### config.mk
export PLATFORM = sky130hd
export DESIGN_NAME = single_wire_backlight_dimmer_top_flat
export DESIGN_NICKNAME = d
export VERILOG_FILES = /design/src/sv/swbd_pkg.sv /design/src/sv/swbd_ifs.sv /design/src/sv/single_wire_backlight_dimmer_top.sv /design/src/sv/swbd_fifo.sv /design/src/sv/swbd_front.sv /design/src/sv/swbd_back.sv /design/src/flat_wrapper.sv
export SDC_FILE = /design/constraint.sdc
export NUM_CORES = 1
export LEC_CHECK = 0
export ABC_AREA = 0
export BUFFER_PORTS_ARGS = -buffer_cell sky130_fd_sc_hd__buf_2
export CELL_PAD_IN_SITES_DETAIL_PLACEMENT = 2
export CELL_PAD_IN_SITES_GLOBAL_PLACEMENT = 2
export CORE_MARGIN = 1.5
export CORE_UTILIZATION = 37
export CTS_CLUSTER_DIAMETER = 150
export DETAILED_ROUTE_END_ITERATION = 7
export PLACE_DENSITY_LB_ADDON = 0.1
export SLEW_MARGIN = 20
export SYNTH_ARGS = -nofsm -noshare
export SYNTH_HDL_FRONTEND = slang
export SYNTH_SLANG_ARGS = --single-unit
### constraint.sdc
create_clock -name i_clk -period 4.7 [get_ports i_clk]
set_input_delay 0.94 -clock i_clk [delete_from_list [all_inputs] [get_ports i_clk]]
set_output_delay 0.94 -clock i_clk [all_outputs]
set_load 0.02 [all_outputs]
### src/sv/swbd_pkg.sv
`default_nettype none

package swbd_pkg;

    // Widths of the transaction fields and the configuration port.
    localparam int LEVEL_W  = 16;
    localparam int DUR_W    = 16;
    localparam int CFG_W    = 10;
    localparam int CFG_IDX_W = 3;

    // Default depth of the job queue between front and back.
    localparam int QUEUE_DEPTH = 2;

    // Configuration register indexes.
    localparam logic [CFG_IDX_W-1:0] CFG_START_HIGH = 3'd0;
    localparam logic [CFG_IDX_W-1:0] CFG_BIT_SHORT  = 3'd1;
    localparam logic [CFG_IDX_W-1:0] CFG_BIT_LONG   = 3'd2;
    localparam logic [CFG_IDX_W-1:0] CFG_END_LOW    = 3'd3;
    localparam logic [CFG_IDX_W-1:0] CFG_END_HOLD   = 3'd4;

    // Configuration reset values.
    localparam logic [CFG_W-1:0] RST_START_HIGH = 10'd15;
    localparam logic [CFG_W-1:0] RST_BIT_SHORT  = 10'd10;
    localparam logic [CFG_W-1:0] RST_BIT_LONG   = 10'd30;
    localparam logic [CFG_W-1:0] RST_END_LOW    = 10'd15;
    localparam logic [CFG_W-1:0] RST_END_HOLD   = 10'd350;

    // Level handling.
    localparam logic [LEVEL_W-1:0] LEVEL_MIN  = 16'd3;
    localparam logic [LEVEL_W-1:0] LEVEL_MAX  = 16'd255;
    localparam logic [LEVEL_W-1:0] LEVEL_HIGH = 16'd32;
    localparam logic [7:0]         BYTE_BASE  = 8'd64;
    localparam logic [7:0]         BRIGHT_MIN = 8'd32;

    // Fixed segment lengths.
    localparam logic [DUR_W-1:0] OFF_LOW_US   = 16'd30000;
    localparam logic [DUR_W-1:0] HOLD_HIGH_US = 16'd10000;

    // Display command writes.
    localparam logic [7:0] DCS_PAGE_CMD  = 8'hFF;
    localparam logic [7:0] DCS_PAGE_PAR  = 8'h00;
    localparam logic [7:0] DCS_RELOAD_CMD = 8'hFB;
    localparam logic [7:0] DCS_RELOAD_PAR = 8'h01;
    localparam logic [7:0] DCS_BRIGHT_CMD = 8'h51;

    // Result kinds.
    localparam logic KIND_PIN = 1'b0;
    localparam logic KIND_DCS = 1'b1;

    // Job modes handed from front to back.
    localparam logic [1:0] MODE_OFF  = 2'd0;
    localparam logic [1:0] MODE_HOLD = 2'd1;
    localparam logic [1:0] MODE_BYTE = 2'd2;

    // Sequencer step counts.
    localparam logic [4:0] BYTE_SEGS = 5'd19;
    localparam logic [4:0] ONE_SEG   = 5'd1;
    localparam logic [4:0] STEP_MAX  = 5'd21;

    typedef struct packed {
        logic [1:0] mode;
        logic [7:0] byte_val;
        logic [7:0] bright;
    } t_job;

    typedef struct packed {
        logic                 we;
        logic [CFG_IDX_W-1:0] index;
        logic [CFG_W-1:0]     data;
    } t_cfg_wr;

endpackage

`default_nettype wire

### src/sv/swbd_ifs.sv
`default_nettype none

// Level request channel.
interface swbd_in_if;
    logic                          valid;
    logic                          ready;
    logic [swbd_pkg::LEVEL_W-1:0]  level;

    modport source (output valid, output level, input ready);
    modport sink   (input valid, input level, output ready);
endinterface

// Result channel: pin segments and display command writes.
interface swbd_out_if;
    logic                        valid;
    logic                        ready;
    logic                        item_kind;
    logic                        pin_level;
    logic [swbd_pkg::DUR_W-1:0]  duration_us;
    logic [7:0]                  dcs_command;
    logic [7:0]                  dcs_parameter;
    logic                        last;

    modport source (output valid, output item_kind, output pin_level, output duration_us,
                    output dcs_command, output dcs_parameter, output last, input ready);
    modport sink   (input valid, input item_kind, input pin_level, input duration_us,
                    input dcs_command, input dcs_parameter, input last, output ready);
endinterface

`default_nettype wire

### src/sv/single_wire_backlight_dimmer_top.sv
// Flow: a level request is written into the job queue, and the back end loads the
// job's first result from the queue head into the output register when it is idle,
// then one result per cycle while the output is not stalled. A byte transfer yields 22
// results, an off or hold update 4, and a repeated level none; the back end sequencer emits them.
// Requests are taken back to back while the job queue has room.
// Reset (synchronous, active low) empties the queue and output, and restores defaults.
`default_nettype none

module single_wire_backlight_dimmer_top #(
    parameter int QUEUE_DEPTH = swbd_pkg::QUEUE_DEPTH
) (
    input  wire logic                             i_clk,
    input  wire logic                             i_rst_n,
    input  wire logic                             i_cfg_we,
    input  wire logic [swbd_pkg::CFG_IDX_W-1:0]   i_cfg_index,
    input  wire logic [swbd_pkg::CFG_W-1:0]       i_cfg_data,
    swbd_in_if.sink                               i_level_ch,
    swbd_out_if.source                            o_result_ch
);

    swbd_pkg::t_job    front_job;
    swbd_pkg::t_job    head_job;
    swbd_pkg::t_cfg_wr cfg_wr;
    logic              push;
    logic              pop;
    logic              empty;
    logic              full;

    assign cfg_wr.we    = i_cfg_we;
    assign cfg_wr.index = i_cfg_index;
    assign cfg_wr.data  = i_cfg_data;

    // Front end: filter and classify requests.
    swbd_front u_front (
        .i_clk        (i_clk),
        .i_rst_n      (i_rst_n),
        .s_in         (i_level_ch),
        .i_queue_full (full),
        .o_push       (push),
        .o_job        (front_job)
    );

    // Job queue between front and back.
    swbd_fifo #(
        .DEPTH (QUEUE_DEPTH)
    ) u_fifo (
        .i_clk   (i_clk),
        .i_rst_n (i_rst_n),
        .i_push  (push),
        .i_data  (front_job),
        .i_pop   (pop),
        .o_data  (head_job),
        .o_empty (empty),
        .o_full  (full)
    );

    // Back end: emit pin segments and command writes.
    swbd_back u_back (
        .i_clk       (i_clk),
        .i_rst_n     (i_rst_n),
        .i_cfg       (cfg_wr),
        .i_job       (head_job),
        .i_job_avail (!empty),
        .o_pop       (pop),
        .m_out       (o_result_ch)
    );

endmodule

`default_nettype wire

### src/sv/swbd_fifo.sv
`default_nettype none

module swbd_fifo #(
    parameter int DEPTH = swbd_pkg::QUEUE_DEPTH
) (
    input  wire logic          i_clk,
    input  wire logic          i_rst_n,
    input  wire logic          i_push,
    input  wire swbd_pkg::t_job i_data,
    input  wire logic          i_pop,
    output swbd_pkg::t_job     o_data,
    output logic               o_empty,
    output logic               o_full
);

    localparam int PW = (DEPTH > 1) ? $clog2(DEPTH) : 1;
    localparam int CW = $clog2(DEPTH + 1);

    swbd_pkg::t_job r_mem [DEPTH];
    logic [PW-1:0] r_wr_ptr, n_wr_ptr;
    logic [PW-1:0] r_rd_ptr, n_rd_ptr;
    logic [CW-1:0] r_count, n_count;

    assign o_empty = (r_count == '0);
    assign o_full  = (r_count == CW'(DEPTH));
    assign o_data  = r_mem[r_rd_ptr];

    // Pointer and fill count updates.
    always_comb begin
        n_wr_ptr = r_wr_ptr;
        n_rd_ptr = r_rd_ptr;
        n_count  = r_count;
        if (i_push) begin
            n_wr_ptr = (r_wr_ptr == PW'(DEPTH - 1)) ? '0 : r_wr_ptr + 1'b1;
        end
        if (i_pop) begin
            n_rd_ptr = (r_rd_ptr == PW'(DEPTH - 1)) ? '0 : r_rd_ptr + 1'b1;
        end
        if (i_push && !i_pop) begin
            n_count = r_count + 1'b1;
        end else if (!i_push && i_pop) begin
            n_count = r_count - 1'b1;
        end
    end

    always_ff @(posedge i_clk) begin
        if (!i_rst_n) begin
            r_wr_ptr <= '0;
            r_rd_ptr <= '0;
            r_count  <= '0;
        end else begin
            r_wr_ptr <= n_wr_ptr;
            r_rd_ptr <= n_rd_ptr;
            r_count  <= n_count;
        end
    end

    // Storage needs no reset.
    always_ff @(posedge i_clk) begin
        if (i_push) begin
            r_mem[r_wr_ptr] <= i_data;
        end
    end

    // The fill count never passes the depth.
    a_count_bound: assert property (@(posedge i_clk) disable iff (!i_rst_n)
        r_count <= CW'(DEPTH))
        else $error("queue count exceeds depth");

    // No push into a full queue unless a pop frees a slot.
    a_no_overflow: assert property (@(posedge i_clk) disable iff (!i_rst_n)
        (o_full && i_push) |-> i_pop)
        else $error("queue overflow");

endmodule

`default_nettype wire

### src/sv/swbd_front.sv
`default_nettype none

module swbd_front (
    input  wire logic          i_clk,
    input  wire logic          i_rst_n,
    swbd_in_if.sink            s_in,
    input  wire logic          i_queue_full,
    output logic               o_push,
    output swbd_pkg::t_job     o_job
);

    logic [swbd_pkg::LEVEL_W-1:0] r_last_req;
    logic                         r_prev_zero;
    logic                         r_prev_high;
    logic                         accept;
    logic                         changed;
    logic                         req_zero;
    logic [swbd_pkg::LEVEL_W-1:0] sat;
    logic [7:0]                   lvl8;
    logic                         lvl_high;

    assign s_in.ready = !i_queue_full;
    assign accept     = s_in.valid && s_in.ready;
    assign changed    = (s_in.level != r_last_req);
    assign req_zero   = (s_in.level == '0);
    assign o_push     = accept && changed && !(req_zero && r_prev_zero);

    // Saturate the level into 3..255.
    always_comb begin
        priority if (s_in.level <= swbd_pkg::LEVEL_MIN) begin
            sat = swbd_pkg::LEVEL_MIN;
        end else if (s_in.level > swbd_pkg::LEVEL_MAX) begin
            sat = swbd_pkg::LEVEL_MAX;
        end else begin
            sat = s_in.level;
        end
    end

    assign lvl8     = sat[7:0];
    assign lvl_high = (sat >= swbd_pkg::LEVEL_HIGH);

    // Classify the request into a job for the back end.
    always_comb begin
        o_job.byte_val = '0;
        o_job.bright   = lvl_high ? lvl8 : swbd_pkg::BRIGHT_MIN;
        priority if (req_zero) begin
            o_job.mode = swbd_pkg::MODE_OFF;
        end else if (!lvl_high) begin
            o_job.mode     = swbd_pkg::MODE_BYTE;
            o_job.byte_val = swbd_pkg::BYTE_BASE - {lvl8[6:0], 1'b0};
        end else if (r_prev_high) begin
            o_job.mode = swbd_pkg::MODE_HOLD;
        end else begin
            o_job.mode = swbd_pkg::MODE_BYTE;
        end
    end

    // Request history: last request and flags of the last sent level.
    always_ff @(posedge i_clk) begin
        if (!i_rst_n) begin
            r_last_req  <= '0;
            r_prev_zero <= 1'b1;
            r_prev_high <= 1'b0;
        end else begin
            if (accept && changed) begin
                r_last_req <= s_in.level;
            end
            if (o_push) begin
                r_prev_zero <= req_zero;
                r_prev_high <= (s_in.level >= swbd_pkg::LEVEL_HIGH);
            end
        end
    end

    // A repeated request never creates a job.
    a_repeat_silent: assert property (@(posedge i_clk) disable iff (!i_rst_n)
        (accept && (s_in.level == r_last_req)) |-> !o_push)
        else $error("repeated level produced a job");

endmodule

`default_nettype wire

### src/sv/swbd_back.sv
`default_nettype none

module swbd_back (
    input  wire logic              i_clk,
    input  wire logic              i_rst_n,
    input  wire swbd_pkg::t_cfg_wr i_cfg,
    input  wire swbd_pkg::t_job    i_job,
    input  wire logic              i_job_avail,
    output logic                   o_pop,
    swbd_out_if.source             m_out
);

    logic [swbd_pkg::CFG_W-1:0] r_start_high, r_bit_short, r_bit_long, r_end_low, r_end_hold;

    logic [4:0] r_step, n_step;
    logic [4:0] nseg;
    logic       advance;
    logic       is_last;
    logic [3:0] k;
    logic       data_bit;
    logic [1:0] dcs_idx;
    logic [4:0] dcs_off;

    // Next result.
    logic                         n_kind;
    logic                         n_pin;
    logic [swbd_pkg::DUR_W-1:0]   n_dur;
    logic [7:0]                   n_cmd;
    logic [7:0]                   n_par;

    logic                         r_valid;
    logic                         r_kind;
    logic                         r_pin;
    logic [swbd_pkg::DUR_W-1:0]   r_dur;
    logic [7:0]                   r_cmd;
    logic [7:0]                   r_par;
    logic                         r_last;

    // Configuration registers; indexes past the list are ignored.
    always_ff @(posedge i_clk) begin
        if (!i_rst_n) begin
            r_start_high <= swbd_pkg::RST_START_HIGH;
            r_bit_short  <= swbd_pkg::RST_BIT_SHORT;
            r_bit_long   <= swbd_pkg::RST_BIT_LONG;
            r_end_low    <= swbd_pkg::RST_END_LOW;
            r_end_hold   <= swbd_pkg::RST_END_HOLD;
        end else if (i_cfg.we) begin
            unique case (i_cfg.index)
                swbd_pkg::CFG_START_HIGH: r_start_high <= i_cfg.data;
                swbd_pkg::CFG_BIT_SHORT:  r_bit_short  <= i_cfg.data;
                swbd_pkg::CFG_BIT_LONG:   r_bit_long   <= i_cfg.data;
                swbd_pkg::CFG_END_LOW:    r_end_low    <= i_cfg.data;
                swbd_pkg::CFG_END_HOLD:   r_end_hold   <= i_cfg.data;
                default: ;
            endcase
        end
    end

    // Step bookkeeping: pin segments come first, then three command writes.
    assign nseg     = (i_job.mode == swbd_pkg::MODE_BYTE) ? swbd_pkg::BYTE_SEGS
                                                          : swbd_pkg::ONE_SEG;
    assign advance  = i_job_avail && (!r_valid || m_out.ready);
    assign is_last  = (r_step == nseg + 5'd2);
    assign o_pop    = advance && is_last;
    assign n_step   = is_last ? '0 : r_step + 1'b1;
    assign k        = 4'(r_step - 5'd1);
    assign data_bit = i_job.byte_val[~k[3:1]];
    assign dcs_off  = r_step - nseg;
    assign dcs_idx  = dcs_off[1:0];

    // Build the result for the current step.
    always_comb begin
        n_kind = swbd_pkg::KIND_PIN;
        n_pin  = 1'b0;
        n_dur  = '0;
        n_cmd  = '0;
        n_par  = '0;
        if (r_step >= nseg) begin
            n_kind = swbd_pkg::KIND_DCS;
            unique case (dcs_idx)
                2'd0: begin
                    n_cmd = swbd_pkg::DCS_PAGE_CMD;
                    n_par = swbd_pkg::DCS_PAGE_PAR;
                end
                2'd1: begin
                    n_cmd = swbd_pkg::DCS_RELOAD_CMD;
                    n_par = swbd_pkg::DCS_RELOAD_PAR;
                end
                default: begin
                    n_cmd = swbd_pkg::DCS_BRIGHT_CMD;
                    n_par = i_job.bright;
                end
            endcase
        end else if (i_job.mode == swbd_pkg::MODE_OFF) begin
            n_pin = 1'b0;
            n_dur = swbd_pkg::OFF_LOW_US;
        end else if (i_job.mode == swbd_pkg::MODE_HOLD) begin
            n_pin = 1'b1;
            n_dur = swbd_pkg::HOLD_HIGH_US;
        end else if (r_step == 5'd0) begin
            n_pin = 1'b1;
            n_dur = swbd_pkg::DUR_W'(r_start_high);
        end else if (r_step == 5'd17) begin
            n_pin = 1'b0;
            n_dur = swbd_pkg::DUR_W'(r_end_low);
        end else if (r_step == 5'd18) begin
            n_pin = 1'b1;
            n_dur = swbd_pkg::DUR_W'(r_end_hold);
        end else begin
            // A data bit: the long phase falls where the pin equals the bit.
            n_pin = k[0];
            n_dur = (data_bit == k[0]) ? swbd_pkg::DUR_W'(r_bit_long)
                                       : swbd_pkg::DUR_W'(r_bit_short);
        end
    end

    // Step counter and output valid.
    always_ff @(posedge i_clk) begin
        if (!i_rst_n) begin
            r_step  <= '0;
            r_valid <= 1'b0;
        end else begin
            if (advance) begin
                r_step  <= n_step;
                r_valid <= 1'b1;
            end else if (m_out.ready) begin
                r_valid <= 1'b0;
            end
        end
    end

    // Output register payload.
    always_ff @(posedge i_clk) begin
        if (advance) begin
            r_kind <= n_kind;
            r_pin  <= n_pin;
            r_dur  <= n_dur;
            r_cmd  <= n_cmd;
            r_par  <= n_par;
            r_last <= is_last;
        end
    end

    assign m_out.valid         = r_valid;
    assign m_out.item_kind     = r_kind;
    assign m_out.pin_level     = r_pin;
    assign m_out.duration_us   = r_dur;
    assign m_out.dcs_command   = r_cmd;
    assign m_out.dcs_parameter = r_par;
    assign m_out.last          = r_last;

    // The step never runs past the longest job.
    a_step_bound: assert property (@(posedge i_clk) disable iff (!i_rst_n)
        r_step <= swbd_pkg::STEP_MAX)
        else $error("sequencer step out of range");

    // The final transaction of a job is always the brightness write.
    a_last_is_bright: assert property (@(posedge i_clk) disable iff (!i_rst_n)
        (r_valid && r_last) |-> (r_kind == swbd_pkg::KIND_DCS
                                 && r_cmd == swbd_pkg::DCS_BRIGHT_CMD))
        else $error("last transaction is not the brightness write");

    // A job leaves the queue only from its final step.
    a_pop_at_end: assert property (@(posedge i_clk) disable iff (!i_rst_n)
        o_pop |=> (r_step == 5'd0 && r_last))
        else $error("job popped before its final step");

endmodule

`default_nettype wire

### src/flat_wrapper.sv
// flat-port wrapper written by rule: the top's interface ports become plain ports
module single_wire_backlight_dimmer_top_flat 
#(
    parameter int QUEUE_DEPTH = swbd_pkg::QUEUE_DEPTH
)
  (i_clk, i_rst_n, i_cfg_we, i_cfg_index, i_cfg_data, i_level_ch_valid, i_level_ch_level, i_level_ch_ready, o_result_ch_valid, o_result_ch_item_kind, o_result_ch_pin_level, o_result_ch_duration_us, o_result_ch_dcs_command, o_result_ch_dcs_parameter, o_result_ch_last, o_result_ch_ready);
  swbd_in_if i_level_ch_i ();
  swbd_out_if o_result_ch_i ();
  input  wire logic i_clk;
  input  wire logic i_rst_n;
  input  wire logic i_cfg_we;
  input  wire logic [swbd_pkg::CFG_IDX_W-1:0] i_cfg_index;
  input  wire logic [swbd_pkg::CFG_W-1:0] i_cfg_data;
  input wire logic [$bits(i_level_ch_i.valid)-1:0] i_level_ch_valid;
  input wire logic [$bits(i_level_ch_i.level)-1:0] i_level_ch_level;
  output wire logic [$bits(i_level_ch_i.ready)-1:0] i_level_ch_ready;
  output wire logic [$bits(o_result_ch_i.valid)-1:0] o_result_ch_valid;
  output wire logic [$bits(o_result_ch_i.item_kind)-1:0] o_result_ch_item_kind;
  output wire logic [$bits(o_result_ch_i.pin_level)-1:0] o_result_ch_pin_level;
  output wire logic [$bits(o_result_ch_i.duration_us)-1:0] o_result_ch_duration_us;
  output wire logic [$bits(o_result_ch_i.dcs_command)-1:0] o_result_ch_dcs_command;
  output wire logic [$bits(o_result_ch_i.dcs_parameter)-1:0] o_result_ch_dcs_parameter;
  output wire logic [$bits(o_result_ch_i.last)-1:0] o_result_ch_last;
  input wire logic [$bits(o_result_ch_i.ready)-1:0] o_result_ch_ready;
  assign i_level_ch_i.valid = i_level_ch_valid;
  assign i_level_ch_i.level = i_level_ch_level;
  assign i_level_ch_ready = i_level_ch_i.ready;
  assign o_result_ch_valid = o_result_ch_i.valid;
  assign o_result_ch_item_kind = o_result_ch_i.item_kind;
  assign o_result_ch_pin_level = o_result_ch_i.pin_level;
  assign o_result_ch_duration_us = o_result_ch_i.duration_us;
  assign o_result_ch_dcs_command = o_result_ch_i.dcs_command;
  assign o_result_ch_dcs_parameter = o_result_ch_i.dcs_parameter;
  assign o_result_ch_last = o_result_ch_i.last;
  assign o_result_ch_i.ready = o_result_ch_ready;
  single_wire_backlight_dimmer_top #(.QUEUE_DEPTH(QUEUE_DEPTH)) u_core (.i_clk(i_clk), .i_rst_n(i_rst_n), .i_cfg_we(i_cfg_we), .i_cfg_index(i_cfg_index), .i_cfg_data(i_cfg_data), .i_level_ch(i_level_ch_i), .o_result_ch(o_result_ch_i));
endmodule
==> results of run 1 <==
## sequential cells by signal, indices dropped and copies added, names as in the netlist, named ones only
| signal | count |
|---|---|
| u_core.u_back.m_out.last | 1 |
| u_core.u_back.m_out.item_kind | 1 |
| u_core.u_back.r_start_high | 10 |
| u_core.u_fifo.r_count | 2 |
| u_core.u_back.r_bit_short | 10 |
| u_core.u_back.m_out.duration_us | 12 |
| u_core.u_fifo.r_mem | 34 |
| u_core.u_front.r_prev_high | 1 |
| u_core.u_fifo.r_wr_ptr | 1 |
| u_core.u_back.r_end_low | 10 |
| u_core.u_back.m_out.dcs_parameter | 8 |
| u_core.u_back.r_end_hold | 10 |
| u_core.u_fifo.r_rd_ptr | 1 |
| u_core.u_back.m_out.dcs_command | 3 |
| u_core.u_back.m_out.pin_level | 1 |
| u_core.u_back.r_step | 5 |
| u_core.u_front.r_last_req | 16 |
| u_core.u_back.r_bit_long | 10 |
| u_core.u_front.r_prev_zero | 1 |
| u_core.u_back.m_out.valid | 1 |
## cell usage in the layout, fill, tap and decap left out, drive strengths merged, types with 2 or more instances in the layout
cell type	count
a211oi	3
a21oi	50
a221o	2
a31oi	5
and2	3
and3	7
buf	73
clkbuf	17
clkinv	6
conb	6
dfxtp	79
edfxtp	60
ha	13
inv	15
mux2	2
mux2i	27
mux4	3
nand2	123
nand2b	4
nand3	35
nand3b	2
nand4	3
nor2	69
nor2b	3
nor3	11
nor3b	2
nor4	9
nor4b	2
o21ai	12
o22ai	11
o41a	2
or2	4
or3	8
xnor2	4
xor2	24
## metal layers
layer  wire length [um]  GRT usage, %  up-vias  part of all wire (%)
li1                   -             -     2371                     -
met1               7918         26.62     2548                    40
met2              10730         43.90      103                    54
met3                840         4.573       15                   4.2
met4                274         7.826        0                   1.4
met5                  0             0        -                     0
## critical path, cell delays in order (launching register included)
cell	delay, ns
dfxtp_1	0.85
inv_1	0.33
ha_1	0.30
xor2_1	0.33
mux4_2	0.41
a22o_4	0.31
nor2_2	0.22
nor2_1	0.09
o41a_1	0.38
## path summary, 6_finish.rpt
| kind | endpoint | cells past startpoint |
|---|---|---|
| worst min-delay path | u_core.u_back.r_end_hold[0] | 2 |
| worst min register to register | u_core.u_back.r_end_hold[0] | 2 |
| worst max register to register | u_core.u_back.m_out.duration_us[8] | 8 |
| worst max-delay path | u_core.u_back.m_out.duration_us[8] | 8 |
## area by class of cell
type / count / area [um^2] / area share (%)
timing repair buffer: 73 / 377.9 / 5.079
sequential: 139 / 3383 / 45.48
clock buffer: 17 / 425.4 / 5.718
clock inverter: 15 / 153.9 / 2.069
tap: 220 / 275.3 / 3.700
inverter: 8 / 30.03 / 0.4036
multi-input combinational: 465 / 2794 / 37.55
## metrics by stage
| stage | cell area, um^2 | power, mW |
|---|---|---|
| floorplan | 6382 | 2.401 |
| global placement | 6860 | 2.739 |
| detailed placement | 6860 | 2.797 |
| CTS | 7440 | 4.150 |
| global route | 7440 | 4.310 |
| finish | 7440 | 4.105 |
## cell families after synthesis
group                      Yosys count
and+or+nand+nor                    288
buffers and inverters               43
xor gates and xnor gates            28
muxes                               32
other                                1
adders and majority gates           13
DFF                                139
AOI/OAI and AO/OA                   98
## power by group through the flow
stage	logic, mW	registers (mW)	clock network (mW)
detailed placement	1.22	1.58	0
floorplan	0.737	1.66	0
finish	1.22	1.55	1.33
CTS	1.23	1.56	1.36
global route	1.34	1.57	1.40
global placement	1.17	1.57	0
==> impl_metrics.py, run 1 <==
metrics = {
    "global_routing": {
        "grt_antenna_before_repair": 0,
        "grt_usage_pct": 23.45,
        "grt_remaining_overflow": 0,
        "grt_pass1_wl_um": 31620,
        "grt_max_degree": 54,
        "grt_pass1_vias": 5751,
    },
    "floorplanning": {
        "top_level_ports": 71,
        "die_area_um2": 17990,
        "initial_core_util_pct": 38.10,
        "dieHeight_um": 134.1,
        "coreArea_um2": 16700,
        "core.rowCount": 47,
        "die_w_um": 134.1,
    },
    "yosys": {
        "synthAdderAreaFrac_pct": 2.556,
        "synthMuxAreaShare_pct": 5.663,
        "synth_area_leader_cell": "edfxtp_1",
        "ys_seq_area_share_pct": 53.17,
        "ys_ff_latch": 139,
        "synthFlopType": "dfxtp_1",
        "synthTopCellsByArea": "edfxtp_1 (28%), dfxtp_1 (25%), nand2_1 (7.2%)",
        "synth_area_um2": 6364,
        "synth_top_family_by_area": "simple AND/OR/NAND/NOR gates",
        "synth_top_cell_area_share_pct": 28.31,
        "synth_warnings": 0,
        "synth-edff-count": 60,
        "async_flop_share_pct": 0,
        "synth-compound-area-share_pct": 10.07,
        "synthXorXnorAreaFrac_pct": 3.854,
        "synthTopCellsByCount": "nand2_1 (122), dfxtp_1 (79), nor2_1 (68)",
        "synthCells": 642,
        "syn_avg_cell_area_um2": 9.912,
        "ys_types": 66,
        "synth-simple-area-share_pct": 21.29,
        "synth_most_common_cell": "nand2_1",
    },
    "clock_tree": {
        "cts_max_level": 4,
        "cts_setup_buffers": 0,
        "ctsHoldBuffers": 0,
        "clk_pin_slew_ns": 0.07,
        "clock_latency_ns": 0.43,
        "root_buffer": "clkbuf_16",
        "cts.sinks": 139,
        "post_cts_resized": 0,
        "clockBufferDepth": 2,
        "cts_buffers": 17,
        "cts_tree": "built",
    },
    "routing": {
        "drt-vias-per-instance": 5.376,
        "drtPass1Iterations": 4,
        "ant_nets": 0,
        "wire_per_inst_um": 21.09,
        "drt_iter0_markers": 228,
        "drc": 0,
        "wl_um": 19770,
        "vias": 5037,
    },
    "critical_path": {
        "crit-reg2reg-launch": "u_core.u_back.r_step[0]",
        "critPathKind": "reg -> reg",
        "regToRegSetupSlack_ns": 1.20,
        "crit_fanout": 16,
        "crit_required_ns": 4.86,
        "cp-start-kind": "flop",
        "cp.arrival_ns": 3.67,
        "startpoint": "u_core.u_back.r_step[0]",
        "crit_path_end_kind": "flop",
    },
    "sta": {
        "clock.fmax_ghz": 0.2855,
        "finClkSkew_ns": 0.01349,
        "fin_crit_sh_pct": 74.52,
        "hold_viol_final": 0,
        "relSlewSlack_pct": 29.45,
        "rsz0062_at_grt": "false",
        "setup_ws_ns": 1.198,
        "hold_ws_ns": 0.4720,
        "fin_setup_tns_ns": 0,
        "maxSlewViolCount": 0,
        "setup_viol": 0,
        "fin_crit_ns": 3.502,
        "worstMarginPinSlew_ns": 1.056,
    },
    "placement": {
        "dp_slack_ns": 1.219,
        "place.gp.congestion": 0.7762,
        "dp_cells": 905,
        "portBuffers": 68,
        "place_hpwl_um": 13620,
    },
    "power": {
        "leakagePower_nw": 2.890,
        "seq_power_share_pct": 37.9,
        "power.switching_mw": 1.503,
        "power_density_nw_per_um2": 551.8,
        "internal_power_mw": 2.602,
        "clkPwrFrac_pct": 32.5,
        "p_sw_share_pct": 36.62,
        "peakVddDrop_v": 0.0002686,
        "p_comb_share_pct": 29.7,
    },
    "finish": {
        "final_cells": 937,
        "syn2layout_area_growth_pct": 16.91,
        "num_antenna_cells": 0,
        "fill_cells": 1800,
        "layout-drive-gt1-share_pct": 18.55,
        "final_util_pct": 44.55,
        "final_nets": 751,
    },
    "status": {
        "status": "finished, final reports clean",
    },
    "hold_path": {
        "hp-start": "u_core.u_back.r_end_hold[0]",
        "hold_path_class": "reg -> reg",
    },
    "job": {
        "cap_violations": 0,
    },
}
No activity file was read; power rests on OpenSTA's default activity.
==> run 2, diff against run 1 <==
clock period = 3.26 ns   (was 4.7 ns; I/O delays follow)
==> run 2 against run 1 <==
Flip-flop and latch count unchanged. Count of clock-buffer cells in the layout unchanged. Core utilization grew 0.62 points. Global-route usage shrank 0.62 points. Worst hold slack got worse by 0.011 ns. Maximum frequency up 19%. First-iteration DRC count decreased by 39%. Critical path type unchanged.
==> impl_metrics.py, run 2 (synthesized netlist as in run 1, its figures left out) <==
metrics = {
    "power": {
        "power_density_nw_per_um2": 803.8,
        "leakagePower_nw": 2.951,
        "peakVddDrop_v": 0.0003777,
        "power.total_mw": 6.064,
    },
    "routing": {
        "drtPass1Iterations": 4,
        "vias": 5039,
        "drt-vias-per-instance": 5.315,
        "wire_per_inst_um": 20.65,
        "drt_iter0_markers": 140,
        "wl_um": 19580,
        "drc": 0,
        "ant_nets": 0,
    },
    "critical_path": {
        "cp-start-kind": "flop",
        "cp.arrival_ns": 3.28,
        "crit_slowest_cell": "or4b_1",
        "cp_common_cell": "ha_1",
        "critPathKind": "reg -> reg",
        "r2r_end": "u_core.u_fifo.r_count[1]",
        "path_cells": "a32oi_2 > ha_1 > inv_1 > ha_1 > nand2_1 > or4b_1 > ha_1 > or3_1 > a21oi_1",
        "cp_num_buf_inv": 1,
        "crit_fanout": 4,
        "crit-reg2reg-launch": "u_core.u_fifo.r_mem[1][17]",
        "crit_path_end_kind": "flop",
        "worstSetupEndpoint": "u_core.u_fifo.r_count[1]",
        "reg2regPathDepth": 9,
        "startpoint": "u_core.u_fifo.r_mem[1][17]",
        "path_delay_family": "simple AND/OR/NAND/NOR gates",
        "regToRegSetupSlack_ns": 0.33,
        "cp.depth": 9,
        "max_stage_delay_ns": 0.57,
        "crit_required_ns": 3.61,
    },
    "sta": {
        "fin_setup_tns_ns": 0,
        "clock.fmax_ghz": 0.3411,
        "setup_viol": 0,
        "fin_crit_sh_pct": 89.92,
        "hold_ws_ns": 0.4607,
        "rsz0062_at_grt": "false",
        "worstMarginPinSlew_ns": 1.091,
        "setup_ws_ns": 0.3286,
        "relSlewSlack_pct": 27.06,
        "maxSlewViolCount": 0,
        "finClkSkew_ns": 0.008600,
        "hold_viol_final": 0,
        "fin_crit_ns": 2.931,
    },
    "placement": {
        "detailed_place.area_um2": 6943,
        "portBuffers": 68,
        "place.gp.congestion": 0.7843,
        "place_hpwl_um": 13640,
        "dp_cells": 916,
        "dp_slack_ns": 0.1779,
    },
    "finish": {
        "final_util_pct": 45.17,
        "syn2layout_area_growth_pct": 18.54,
        "regMostFlops": "u_core.u_fifo.r_mem",
        "layout-drive-gt1-share_pct": 19.92,
        "final_cell_mix": "nand2_1 (122), dfxtp_1 (79), buf_2 (68)",
        "num_antenna_cells": 0,
        "final_design_area_no_fill_um2": 7543,
        "largest_reg_flops": 34,
        "final_nets": 762,
        "final_cells": 948,
        "mostFrequentLayoutCell": "nand2_1",
    },
    "floorplanning": {
        "core.rowCount": 47,
        "coreArea_um2": 16700,
        "top_level_ports": 71,
        "die_w_um": 134.1,
        "initial_core_util_pct": 38.10,
        "die_area_um2": 17990,
        "dieHeight_um": 134.1,
    },
    "clock_tree": {
        "cts.sinks": 139,
        "post_cts_resized": 0,
        "cts_setup_buffers": 0,
        "cts_max_level": 4,
        "clk_pin_slew_ns": 0.07,
        "root_buffer": "clkbuf_16",
        "cts_buffers": 17,
        "clock_latency_ns": 0.43,
        "clockBufferDepth": 2,
        "cts_tree": "built",
        "ctsHoldBuffers": 0,
    },
    "global_routing": {
        "grt_pass1_vias": 5548,
        "grt_antenna_before_repair": 0,
        "grt_max_degree": 54,
        "grt_remaining_overflow": 0,
        "grt_pass1_wl_um": 30840,
        "grt_usage_pct": 22.83,
    },
    "hold_path": {
        "hold_path_class": "reg -> reg",
    },
    "job": {
        "cap_violations": 0,
    },
    "status": {
        "status": "finished, final reports clean",
    },
}
==> run 2: changes by cell type in the layout (fill, tap and decap cells not counted), sizes merged <==
cell,change
buf,+11
clkinv,-3
clkinvlp,+1
inv,+2
==> run 2: final cells by class <==
class	instances	area [um^2]
fillers	1790	9158
multi-input cells	465	2794
clock inverters	15	175.2
clock buffers	17	425.4
repair buffers	84	460.4
well taps	220	275.3
flip-flops and latches	139	3383
inverters	8	30.03
==> run 2: worst min path at each step <==
stage	start	endpoint	slack [ns]	cells after the start
2_1_floorplan	u_core.u_back.r_bit_short[0]	u_core.u_back.r_bit_short[0]	0.43	2
3_3_place_gp	u_core.u_back.r_bit_short[6]	u_core.u_back.r_bit_short[6]	0.44	2
3_5_place_dp	u_core.u_back.r_bit_short[6]	u_core.u_back.r_bit_short[6]	0.45	2
4_1_cts	u_core.u_back.r_bit_short[6]	u_core.u_back.r_bit_short[6]	0.46	2
5_1_grt	u_core.u_back.r_end_hold[0]	u_core.u_back.r_end_hold[0]	0.48	2
6_report	u_core.u_back.r_bit_short[6]	u_core.u_back.r_bit_short[6]	0.46	2
==> run 2: tightest hold or removal path, stage by stage, from the launching register on <==
cell and delay, ns:
dfxtp_1 0.31, nand2_1 0.05, a21oi_1 0.05
==> run 2: layer usage <==
| layer | vias up | track usage [%] | share of wire, % |
|---|---|---|---|
| met5 | - | 0 | 0 |
| met4 | 0 | 6.989 | 1.9 |
| met3 | 26 | 5.102 | 3.7 |
| met2 | 86 | 42.01 | 52 |
| met1 | 2534 | 26.37 | 42 |
| li1 | 2393 | - | - |
==> run 2: power breakdown <==
group          switching, mW  internal [mW]
clock network          0.883           1.10
registers             0.0886           2.11
logic                   1.26          0.627
==> run 3, diff against run 2 <==
CORE_ASPECT_RATIO = 0.8   (was unset)
==> run 3 against run 2 <==
Total power shrank 2.2%. Core utilization shrank 0.41 points. Via count grew 2.6%. Count of clock-buffer cells in the layout grew 11. Sequential power is essentially flat. Flip-flop and latch count is the same. Clock skew is essentially flat. Critical endpoint unchanged. Highest routed layer unchanged.
==> impl_metrics.py, run 3 (synthesized netlist as in run 1, its figures left out) <==
metrics = {
    "finish": {
        "regArea_um2": 3383,
        "largest_reg_flops": 34,
        "final_nets": 762,
        "mostFrequentLayoutCell": "nand2_1",
        "layout-drive-gt1-share_pct": 18.71,
        "num_antenna_cells": 0,
        "syn2layout_area_growth_pct": 17.54,
        "fill_cells": 1787,
        "final_cell_mix": "nand2_1 (122), dfxtp_1 (79), buf_2 (68)",
        "multiInputGateArea_um2": 2794,
        "regMostFlops": "u_core.u_fifo.r_mem",
    },
    "status": {
        "status": "finished, final reports clean",
    },
    "clock_tree": {
        "clk_pin_slew_ns": 0.06,
        "cts_tree": "built",
        "cts_buffers": 17,
        "cts.sinks": 139,
        "clock_latency_ns": 0.43,
        "post_cts_resized": 0,
        "clockBufferDepth": 2,
        "root_buffer": "clkbuf_16",
        "cts_max_level": 4,
        "cts_setup_buffers": 0,
        "ctsHoldBuffers": 0,
    },
    "placement": {
        "place_hpwl_um": 14450,
        "place.gp.congestion": 0.8173,
        "portBuffers": 68,
    },
    "routing": {
        "drc": 0,
        "wire_per_inst_um": 21.63,
        "drt_iter0_markers": 291,
        "vias": 5169,
        "ant_nets": 0,
        "drtPass1Iterations": 5,
        "drt-vias-per-instance": 5.458,
        "wl_um": 20490,
    },
    "floorplanning": {
        "core.rowCount": 42,
        "dieHeight_um": 120.3,
        "top_level_ports": 71,
        "coreArea_um2": 16710,
        "die_w_um": 149.6,
        "initial_core_util_pct": 38.08,
        "die_area_um2": 18000,
    },
    "sta": {
        "clock.fmax_ghz": 0.3333,
        "hold_viol_final": 0,
        "fin_crit_sh_pct": 92.05,
        "maxSlewViolCount": 0,
        "finClkSkew_ns": 0.008544,
        "fin_setup_tns_ns": 0,
        "fin_crit_ns": 3.001,
        "worstMarginPinSlew_ns": 0.9852,
        "rsz0062_at_grt": "false",
        "setup_viol": 0,
        "relSlewSlack_pct": 34.08,
    },
    "critical_path": {
        "cp.arrival_ns": 3.35,
        "crit_required_ns": 3.61,
        "crit_fanout": 4,
        "cp-start-kind": "flop",
        "critPathKind": "reg -> reg",
        "crit_path_end_kind": "flop",
    },
    "global_routing": {
        "grt_usage_pct": 24.17,
        "grt_max_degree": 54,
        "grt_pass1_vias": 5659,
        "grt_antenna_before_repair": 0,
        "grt_remaining_overflow": 0,
        "grt_pass1_wl_um": 32160,
    },
    "power": {
        "leakagePower_nw": 2.922,
        "p_comb_share_pct": 32.1,
        "power.total_mw": 5.929,
        "peakVddDrop_v": 0.0003630,
        "clkPwrFrac_pct": 30.8,
        "power_density_nw_per_um2": 792.7,
        "p_sw_share_pct": 35.30,
        "internal_power_mw": 3.836,
        "power.switching_mw": 2.093,
        "seq_power_share_pct": 37.1,
    },
    "hold_path": {
        "hold_path_class": "reg -> reg",
    },
    "job": {
        "cap_violations": 0,
    },
}
run 3: changes by cell type in the layout (fill, tap and decap cells not counted), sizes merged:
cell      before  now
clkbuf        17   28
clkinvlp       2    0
inv           17    7
run 3: per-layer routing:
layer / vias up / wire (um) / track usage [%] / part of all wire [%]
li1: 2393 / - / - / -
met1: 2615 / 9517 / 32.25 / 46
met2: 137 / 9754 / 39.46 / 48
met3: 24 / 1007 / 5.170 / 4.9
met4: 0 / 206 / 6.807 / 1.0
met5: - / 0 / 0 / 0
run 3: final timing paths:
kind,from,end,slack (ns),cells after the start
setup / recovery,u_core.u_fifo.r_mem[1][17],u_core.u_fifo.r_count[1],0.26,10
hold / removal,u_core.u_back.r_bit_short[9],u_core.u_back.r_bit_short[9],0.46,2
setup reg to reg,u_core.u_fifo.r_mem[1][17],u_core.u_fifo.r_count[1],0.26,10
hold reg to reg,u_core.u_back.r_bit_short[9],u_core.u_back.r_bit_short[9],0.46,2
run 3: metrics by stage:
stage,instance area [um^2],std cells,utilization (%),worst slack [ns],hold slack [ns]
2_1_floorplan,6385,647,-,0.2629,0.4329
3_3_place_gp,6943,916,41.55,0.3229,0.4420
3_5_place_dp,6943,916,41.55,0.2233,0.4523
4_1_cts,7480,947,44.76,0.2311,0.4615
5_1_grt,7480,947,44.76,0.05761,0.4805
6_report,7480,947,44.76,0.2593,0.4601
run 3: area by class of cell:
class / count / share of cell area (%)
Clock buffer: 28 / 6.641
Clock inverter: 3 / 0.5353
Inverter: 8 / 0.4015
Multi-Input combinational cell: 465 / 37.35
Sequential cell: 139 / 45.23
Tap cell: 220 / 3.680
Timing Repair Buffer: 84 / 6.156
run 3: power groups by stage:
stage,logic [mW],registers [mW],clock network (mW)
6_report,1.90,2.20,1.82
2_1_floorplan,1.06,2.40,0
3_3_place_gp,1.81,2.22,0
4_1_cts,1.92,2.21,1.85
5_1_grt,2.06,2.23,1.92
3_5_place_dp,1.89,2.24,0
run 3: worst max-delay path, cell delays in order, from the launching register on:
cell	delay, ns
edfxtp_1	0.44
a32oi_2	0.36
ha_1	0.36
inv_1	0.12
ha_1	0.15
nand2_1	0.07
or4b_1	0.56
ha_1	0.26
xor2_1	0.16
or3_1	0.31
a21oi_1	0.13
